===== src/bde_pkg.sv =====
// ----------------------------------------------------------------------------
// bde_pkg
// Shared operation codes, field widths and controller command type for the
// bounded deque engine.
// ----------------------------------------------------------------------------
`default_nettype none

package bde_pkg;

    localparam int WORD_W = 32;
    localparam int OP_W   = 3;
    localparam int CAP_W  = 7;
    localparam int OCC_W  = 7;

    localparam logic [OP_W-1:0] OP_PUSH_FRONT = 3'd0;
    localparam logic [OP_W-1:0] OP_PUSH_REAR  = 3'd1;
    localparam logic [OP_W-1:0] OP_POP_FRONT  = 3'd2;
    localparam logic [OP_W-1:0] OP_POP_REAR   = 3'd3;
    localparam logic [OP_W-1:0] OP_QUERY      = 3'd4;

    localparam logic [CAP_W-1:0]  CAP_RESET  = 7'd64;
    localparam logic [WORD_W-1:0] EMPTY_WORD = 32'hFFFF_FFFF;

    // commands from the controller to the datapath
    typedef struct packed {
        logic accept;   // input transaction taken this cycle
        logic read;     // issue front and rear reads
        logic load;     // capture the result into the output register
    } t_ctrl;

endpackage

`default_nettype wire


===== src/bde_ram.sv =====
// ----------------------------------------------------------------------------
// bde_ram
// Generic RAM with one write port and two registered read ports.
// ----------------------------------------------------------------------------
`default_nettype none

module bde_ram #(
    parameter int WIDTH = 32,
    parameter int DEPTH = 64,
    localparam int AW   = (DEPTH > 1) ? $clog2(DEPTH) : 1
) (
    input  wire logic             i_clk,
    input  wire logic             i_we,
    input  wire logic [AW-1:0]    i_waddr,
    input  wire logic [WIDTH-1:0] i_wdata,
    input  wire logic             i_re,
    input  wire logic [AW-1:0]    i_raddr_a,
    input  wire logic [AW-1:0]    i_raddr_b,
    output logic      [WIDTH-1:0] o_rdata_a,
    output logic      [WIDTH-1:0] o_rdata_b
);

    logic [WIDTH-1:0] r_mem [DEPTH];

    always_ff @(posedge i_clk) begin
        if (i_we) begin
            r_mem[i_waddr] <= i_wdata;
        end
        if (i_re) begin
            o_rdata_a <= r_mem[i_raddr_a];
            o_rdata_b <= r_mem[i_raddr_b];
        end
    end

endmodule

`default_nettype wire


===== src/bde_ctrl.sv =====
// ----------------------------------------------------------------------------
// bde_ctrl
// Controller: input/output handshake and the accept, read, load sequence.
// ----------------------------------------------------------------------------
`default_nettype none

module bde_ctrl (
    input  wire logic    i_clk,
    input  wire logic    i_rst_n,
    input  wire logic    i_in_valid,
    output logic         o_in_stall,
    output logic         o_out_valid,
    input  wire logic    i_out_stall,
    output bde_pkg::t_ctrl o_cmd
);

    localparam logic [1:0] S_IDLE = 2'd0;
    localparam logic [1:0] S_READ = 2'd1;
    localparam logic [1:0] S_LOAD = 2'd2;

    logic [1:0] r_state;
    logic [1:0] n_state;
    logic       r_out_valid;
    logic       n_out_valid;
    logic       out_free;

    // output register can take a new result when empty or being drained
    assign out_free = !r_out_valid || !i_out_stall;

    always_comb begin
        n_state      = r_state;
        o_cmd        = '0;
        o_in_stall   = 1'b1;
        unique case (r_state)
            S_IDLE: begin
                o_in_stall   = 1'b0;
                o_cmd.accept = i_in_valid;
                if (i_in_valid) begin
                    n_state = S_READ;
                end
            end
            S_READ: begin
                o_cmd.read = 1'b1;
                n_state    = S_LOAD;
            end
            S_LOAD: begin
                // read data stays put until the output register frees up
                if (out_free) begin
                    o_cmd.load = 1'b1;
                    n_state    = S_IDLE;
                end
            end
            default: begin
                n_state = S_IDLE;
            end
        endcase
    end

    always_comb begin
        n_out_valid = r_out_valid;
        if (o_cmd.load) begin
            n_out_valid = 1'b1;
        end else if (r_out_valid && !i_out_stall) begin
            n_out_valid = 1'b0;
        end
    end

    always_ff @(posedge i_clk) begin
        if (!i_rst_n) begin
            r_state     <= S_IDLE;
            r_out_valid <= 1'b0;
        end else begin
            r_state     <= n_state;
            r_out_valid <= n_out_valid;
        end
    end

    assign o_out_valid = r_out_valid;

endmodule

`default_nettype wire


===== src/bde_datapath.sv =====
// ----------------------------------------------------------------------------
// bde_datapath
// Ring pointers, capacity register, entry store and result register.
// ----------------------------------------------------------------------------
`default_nettype none

module bde_datapath #(
    parameter int DEPTH = 64
) (
    input  wire logic                           i_clk,
    input  wire logic                           i_rst_n,
    input  wire bde_pkg::t_ctrl                 i_cmd,
    input  wire logic                           i_cfg_we,
    input  wire logic [bde_pkg::CAP_W-1:0]      i_cfg_data,
    input  wire logic [bde_pkg::OP_W-1:0]       i_op,
    input  wire logic signed [bde_pkg::WORD_W-1:0] i_value,
    output logic                                o_ok,
    output logic signed [bde_pkg::WORD_W-1:0]   o_front_value,
    output logic signed [bde_pkg::WORD_W-1:0]   o_rear_value,
    output logic                                o_is_empty,
    output logic                                o_is_full,
    output logic      [bde_pkg::OCC_W-1:0]      o_occupancy
);

    localparam int AW   = (DEPTH > 1) ? $clog2(DEPTH) : 1;
    localparam int CW   = $clog2(DEPTH + 1);
    localparam int SW   = CW + 1;
    localparam int CAPW = (CW > bde_pkg::CAP_W) ? CW : bde_pkg::CAP_W;

    logic [AW-1:0]                r_head;
    logic [AW-1:0]                n_head;
    logic [CW-1:0]                r_count;
    logic [CW-1:0]                n_count;
    logic [bde_pkg::CAP_W-1:0]    r_cap;
    logic                         r_ok;
    logic                         n_ok;

    logic [CAPW-1:0]              cap_ext;
    logic [CAPW-1:0]              eff_cap;
    logic                         full;
    logic                         empty;
    logic [AW-1:0]                head_inc;
    logic [AW-1:0]                head_dec;
    logic [SW-1:0]                tail_sum;
    logic [AW-1:0]                tail_addr;
    logic [CW-1:0]                count_m1;
    logic [SW-1:0]                rear_sum;
    logic [AW-1:0]                rear_addr;
    logic                         we;
    logic [AW-1:0]                waddr;
    logic [bde_pkg::WORD_W-1:0]   rdata_front;
    logic [bde_pkg::WORD_W-1:0]   rdata_rear;

    // capacity saturated to 1..DEPTH
    always_comb begin
        cap_ext = CAPW'(r_cap);
        if (r_cap == '0) begin
            eff_cap = CAPW'(1);
        end else if (cap_ext > CAPW'(DEPTH)) begin
            eff_cap = CAPW'(DEPTH);
        end else begin
            eff_cap = cap_ext;
        end
    end

    assign full  = CAPW'(r_count) >= eff_cap;
    assign empty = (r_count == '0);

    assign head_inc = (r_head == AW'(DEPTH - 1)) ? '0 : r_head + AW'(1);
    assign head_dec = (r_head == '0) ? AW'(DEPTH - 1) : r_head - AW'(1);

    // head + count wraps at most once
    always_comb begin
        tail_sum = SW'(r_head) + SW'(r_count);
        if (tail_sum >= SW'(DEPTH)) begin
            tail_sum = tail_sum - SW'(DEPTH);
        end
        tail_addr = tail_sum[AW-1:0];

        count_m1 = empty ? '0 : r_count - CW'(1);
        rear_sum = SW'(r_head) + SW'(count_m1);
        if (rear_sum >= SW'(DEPTH)) begin
            rear_sum = rear_sum - SW'(DEPTH);
        end
        rear_addr = rear_sum[AW-1:0];
    end

    always_comb begin
        n_head  = r_head;
        n_count = r_count;
        n_ok    = 1'b0;
        we      = 1'b0;
        waddr   = tail_addr;
        case (i_op)
            bde_pkg::OP_PUSH_FRONT: begin
                if (!full) begin
                    n_head  = head_dec;
                    waddr   = head_dec;
                    we      = 1'b1;
                    n_count = r_count + CW'(1);
                    n_ok    = 1'b1;
                end
            end
            bde_pkg::OP_PUSH_REAR: begin
                if (!full) begin
                    we      = 1'b1;
                    n_count = r_count + CW'(1);
                    n_ok    = 1'b1;
                end
            end
            bde_pkg::OP_POP_FRONT: begin
                if (!empty) begin
                    n_head  = head_inc;
                    n_count = r_count - CW'(1);
                    n_ok    = 1'b1;
                end
            end
            bde_pkg::OP_POP_REAR: begin
                if (!empty) begin
                    n_count = r_count - CW'(1);
                    n_ok    = 1'b1;
                end
            end
            bde_pkg::OP_QUERY: begin
                n_ok = 1'b1;
            end
            default: begin
                n_ok = 1'b0;
            end
        endcase
    end

    always_ff @(posedge i_clk) begin
        if (!i_rst_n) begin
            r_head  <= '0;
            r_count <= '0;
            r_cap   <= bde_pkg::CAP_RESET;
        end else begin
            if (i_cmd.accept) begin
                r_head  <= n_head;
                r_count <= n_count;
            end
            if (i_cfg_we) begin
                r_cap <= i_cfg_data;
            end
        end
    end

    always_ff @(posedge i_clk) begin
        if (i_cmd.accept) begin
            r_ok <= n_ok;
        end
    end

    bde_ram #(
        .WIDTH (bde_pkg::WORD_W),
        .DEPTH (DEPTH)
    ) u_store (
        .i_clk     (i_clk),
        .i_we      (i_cmd.accept && we),
        .i_waddr   (waddr),
        .i_wdata   (i_value),
        .i_re      (i_cmd.read),
        .i_raddr_a (r_head),
        .i_raddr_b (rear_addr),
        .o_rdata_a (rdata_front),
        .o_rdata_b (rdata_rear)
    );

    // result register
    always_ff @(posedge i_clk) begin
        if (i_cmd.load) begin
            o_ok          <= r_ok;
            o_front_value <= empty ? bde_pkg::EMPTY_WORD : rdata_front;
            o_rear_value  <= empty ? bde_pkg::EMPTY_WORD : rdata_rear;
            o_is_empty    <= empty;
            o_is_full     <= full;
            o_occupancy   <= bde_pkg::OCC_W'(r_count);
        end
    end

endmodule

`default_nettype wire


===== src/bounded_deque_engine.sv =====
// ----------------------------------------------------------------------------
// bounded_deque_engine
// Bounded double-ended queue of signed 32-bit words held in a ring.
// ----------------------------------------------------------------------------
// Input channel (i_in_valid / o_in_stall) carries one operation per
// transaction: push front, push rear, pop front, pop rear or query, with the
// word to push. Output channel (o_out_valid / i_out_stall) returns exactly one
// result per operation: success flag, front and rear words after the
// operation (all ones when empty), empty and full flags and the occupancy.
// A transaction is taken at a clock edge where valid is high and stall low.
// Each operation passes through accept with the ring update and store write,
// a read of the front and rear entries from the two-port store, and the
// load of the result register; the result is valid once loaded, and no new
// operation is taken until the previous one has been loaded.
// While a result is held under stall the next operation is still accepted;
// its result waits in the store read register until the output frees up.
// i_cfg_we writes the capacity register (saturated to 1..DEPTH) and must only
// be used while no operation is in flight.
// Synchronous reset empties the ring, clears the head pointer and sets the
// capacity to 64; stored words are not cleared and are never read unwritten.
// ----------------------------------------------------------------------------
`default_nettype none

module bounded_deque_engine #(
    parameter int DEPTH = 64
) (
    input  wire logic                              i_clk,
    input  wire logic                              i_rst_n,
    input  wire logic                              i_cfg_we,
    input  wire logic [bde_pkg::CAP_W-1:0]         i_cfg_data,
    input  wire logic                              i_in_valid,
    output logic                                   o_in_stall,
    input  wire logic [bde_pkg::OP_W-1:0]          i_op,
    input  wire logic signed [bde_pkg::WORD_W-1:0] i_value,
    output logic                                   o_out_valid,
    input  wire logic                              i_out_stall,
    output logic                                   o_ok,
    output logic signed [bde_pkg::WORD_W-1:0]      o_front_value,
    output logic signed [bde_pkg::WORD_W-1:0]      o_rear_value,
    output logic                                   o_is_empty,
    output logic                                   o_is_full,
    output logic      [bde_pkg::OCC_W-1:0]         o_occupancy
);

    bde_pkg::t_ctrl cmd;

    bde_ctrl u_ctrl (
        .i_clk       (i_clk),
        .i_rst_n     (i_rst_n),
        .i_in_valid  (i_in_valid),
        .o_in_stall  (o_in_stall),
        .o_out_valid (o_out_valid),
        .i_out_stall (i_out_stall),
        .o_cmd       (cmd)
    );

    bde_datapath #(
        .DEPTH (DEPTH)
    ) u_datapath (
        .i_clk         (i_clk),
        .i_rst_n       (i_rst_n),
        .i_cmd         (cmd),
        .i_cfg_we      (i_cfg_we),
        .i_cfg_data    (i_cfg_data),
        .i_op          (i_op),
        .i_value       (i_value),
        .o_ok          (o_ok),
        .o_front_value (o_front_value),
        .o_rear_value  (o_rear_value),
        .o_is_empty    (o_is_empty),
        .o_is_full     (o_is_full),
        .o_occupancy   (o_occupancy)
    );

endmodule

`default_nettype wire

===== config.mk =====
export PLATFORM = sky130hd
export DESIGN_NAME = bounded_deque_engine
export DESIGN_NICKNAME = d
export VERILOG_FILES = /design/src/bde_pkg.sv /design/src/bde_ram.sv /design/src/bde_ctrl.sv /design/src/bde_datapath.sv /design/src/bounded_deque_engine.sv
export SDC_FILE = /design/constraint.sdc
export NUM_CORES = 2
export LEC_CHECK = 0
export BUFFER_PORTS_ARGS = -buffer_cell sky130_fd_sc_hd__buf_2
export CAP_MARGIN = 30
export CORE_MARGIN = 1.5
export CORE_UTILIZATION = 40
export CTS_BUF_LIST = sky130_fd_sc_hd__clkbuf_4
export DETAILED_ROUTE_END_ITERATION = 8
export PLACE_DENSITY_LB_ADDON = 0.08
export SYNTH_ARGS = -nofsm -noshare
export SYNTH_HDL_FRONTEND = slang
export SYNTH_SLANG_ARGS = --single-unit

===== constraint.sdc =====
create_clock -name i_clk -period 5.1 [get_ports i_clk]
set_clock_uncertainty 0.2 [all_clocks]
set_input_delay 0.255 -clock i_clk [delete_from_list [all_inputs] [get_ports i_clk]]
set_output_delay 0.255 -clock i_clk [all_outputs]
set_load 0.02 [all_outputs]

==> results.cfg <==
[worst_hold_path]
hold_path.class = primary input to flop
min-delay-start = i_value[15]
whs_path_depth = 4
hold_end = u_datapath.u_store.r_mem[50][15]

[setup_path]
cp_slowest_cell = fa_4
reg2reg_slack_ps = 150
required_ps = 6020
start_kind = flop
critical_path.top_delay_family = adder cells
worst-path-buf-inv = 5
arrival_ps = 5860
crit_chain = inv_1 -> ha_2 -> or3b_4 -> or4_4 -> clkinv_1 -> nor2_1 -> ha_4 -> fa_4 -> buf_12 -> buf_16 -> buf_12 -> mux4_2 -> mux2i_1 -> a32oi_1 -> o221ai_1 -> mux2i_1
rr_endpoint = u_datapath.u_store.o_rdata_b[23]
timing.rr.start = u_datapath.r_count[0]
cp_slowest_stage_delay_ps = 840
path_max_fanout = 40
r2r_cells = 16
cp-end-kind = flop
path_class = flop to flop

[route]
drtIter0Drc = 8371
finalWirelength_um = 382000
ant_nets = 0
vias_per_cell = 6.33
routedWlPerCell_um = 39.1
first_pass_iters = 8
drc = 32
vias = 61800

[synth]
ys_seq_area_frac = 0.653
async_flop_share = 0
synthCells = 5163
avgSynthCellArea_sq_um = 19.6
synth_top_area_share = 0.649
ys.flop_type = edfxtp_1
yosysTopAreaCell = edfxtp_1
ys_seq_elements = 2210
synth_cell_type_count = 69
synthesis.nets = 5234
synth.top_cells.by_area = edfxtp_1 65%, mux4_2 25%, nand2_1 1.5%
synth_warnings = 0
synth_area_sq_um = 101000
synth_edf_count = 2187

[sta]
slew_headroom = 0.304
rsz0062_at_grt = no
setup_tns_ps = 0
hold_violations = 0
max_freq_ghz = 0.202
finalMaxSlewViolations = 0
finalCriticalPeriod_ps = 4950
worst_pin_slew_ps = 1040
timing.final.crit_share = 0.970
setup_viol = 0

[floorplan]
core_area_sq_um = 251000
initial_core_util = 0.403
num_io_pins = 123
dieArea_sq_um = 256000
die_w_um = 506
fp-row-count = 184
fp.dieH_um = 506

[power_and_ir_drop]
ir_drop_uv = 274
pwr_density_cell_nw_per_um2 = 377
p_leak_nw = 37.0

[grt]
grt_pass1_wl_um = 520000
grt_max_degree = 113
grt_antenna_before_repair = 38
grt_pass1_vias = 62000
grt_usage = 0.297
grt_overflow = 0

[clocking]
cts_num_sinks = 2210
path_clk_slew_ps = 60
tritoncts = done
h-tree-depth = 6
cts_root_buf = clkbuf_4
postCtsSetupRepairBufs = 0
clk_path_buf_depth = 4
clk_latency_ps = 1480
cts_made_buffers = 623

[outcome]
violations = DRC
status = complete, but fails checks

[placed_design]
postPlaceCellArea_sq_um = 109000
place_hpwl_um = 221000
portBuffers = 122
gp_congestion = 0.833

[finish]
fin_nets = 6070
layout_commonest_cell = edfxtp_1
syn2layout_area_growth_pct = 16.9
design_area_sq_um = 118000
final_cell_mix = 2187 x edfxtp_1, 1104 x mux4_2, 885 x clkbuf_4
drive_gt1_frac = 0.413

[flow_run]
cap_violations = 0
[registers in the layout (all words and copies together), names as in the netlist]
name / cells
u_datapath.r_head: 6
u_datapath.o_ok: 1
u_ctrl.o_out_valid: 1
u_ctrl.r_state: 2
u_datapath.o_front_value: 32
u_datapath.u_store.r_mem: 2048
u_datapath.r_ok: 1
u_datapath.o_occupancy: 7
u_datapath.r_count: 7
u_datapath.u_store.o_rdata_b: 32
u_datapath.cap_ext: 7
u_datapath.o_is_empty: 1
u_datapath.u_store.o_rdata_a: 32
u_datapath.o_is_full: 1
u_datapath.o_rear_value: 32
[cell type report]
cell class	instances	area [sq um]
Clock buffer	885	6640
Sequential cell	2210	66100
Antenna cell	12	30.0
Multi-Input combinational cell	2550	34000
Tap cell	3348	4190
Inverter	13	53.8
Fill cell	21500	133000
Clock inverter	148	787
Timing Repair Buffer	601	6450
[through the flow]
| stage | util | std cells | power, mW | hold WS, ps | setup slack [ps] |
|---|---|---|---|---|---|
| floorplan | - | 5163 | 25.7 | 154 | 249 |
| global placement | 0.433 | 8570 | 29.0 | 217 | 51.1 |
| detailed placement | 0.435 | 8588 | 29.0 | 211 | 258 |
| CTS | 0.469 | 9740 | 45.0 | 1.30 | 103 |
| global route | 0.471 | 9757 | 46.4 | 150 | 16.3 |
| finish | 0.471 | 9767 | 44.6 | 220 | 154 |
[worst reg2reg max path, delay by kind of cell (launching register included)]
family | cells | cell delay (ps)
compound gates | 2 | 250
fa+ha+maj | 3 | 1250
buf+inv | 5 | 970
flops | 1 | 320
mux | 3 | 690
simple gates | 3 | 920
[Yosys cell counts (all sizes together), types with 8 or more instances]
cell type,n
edfxtp,2187
clkbuf,211
o22ai,22
o221a,8
nor2,300
mux2,14
a211oi,36
o21ai,21
dfxtp,23
ha,22
a21oi,30
nand2,416
mux2i,131
a31oi,29
a22oi,35
nor3,20
o221ai,64
inv,11
nor2b,37
mux4,1104
nand2b,75
buf,179
a32oi,70
nand3,13
xnor2,10
[what timing repair did]
action,CTS,global route
setup endpoints to repair,0,6
resized for setup,0,8
hold endpoints to repair,3154,382
hold buffers,119,6
[power breakdown]
part	switching (mW)	internal (mW)	leakage [nW]	total, mW
clock	7.62	8.24	4.46	15.9
sequential	0.134	20.2	19.8	20.3
combinational	4.90	3.59	12.7	8.49
total	12.7	32.0	37.0	44.6
[routing by layer]
layer	wire length, um	part of all wire	track usage
met1	156000	0.41	0.417
met2	179000	0.47	0.462
met3	34000	0.089	0.0627
met4	13100	0.034	0.104
met5	129	0.00034	0
[worst max-delay path by stage]
stage / from / to / slack [ps] / cells after the start
after global placement: u_datapath.r_count[0] / u_datapath.u_store.o_rdata_b[7] / 50 / 15
after detailed placement: u_datapath.r_count[0] / u_datapath.u_store.o_rdata_b[23] / 260 / 16
after CTS: u_datapath.r_count[0] / u_datapath.u_store.o_rdata_b[23] / 100 / 16
after global routing: u_datapath.r_count[0] / u_datapath.u_store.o_rdata_b[26] / 20 / 16
after floorplan: u_datapath.r_head[1] / u_datapath.u_store.r_mem[34][0] / 250 / 11
final: u_datapath.r_count[0] / u_datapath.u_store.o_rdata_b[23] / 150 / 16
[cells by family (layout without fill, tap and decap cells)]
logic type	Yosys count	in the layout	share of synthesized area
AO/OA/AOI/OAI	360	360	0.0272
multiplexers	1249	1249	0.260
buffers and inverters	403	1647	0.0169
XOR/XNOR	17	17	0.00166
adder cells (fa/ha/maj)	24	24	0.00311
other	0	12	0
AND/OR/NAND/NOR	900	900	0.0379
flip-flops	2210	2210	0.653
Note: power is estimated with default switching activity, not from simulation.
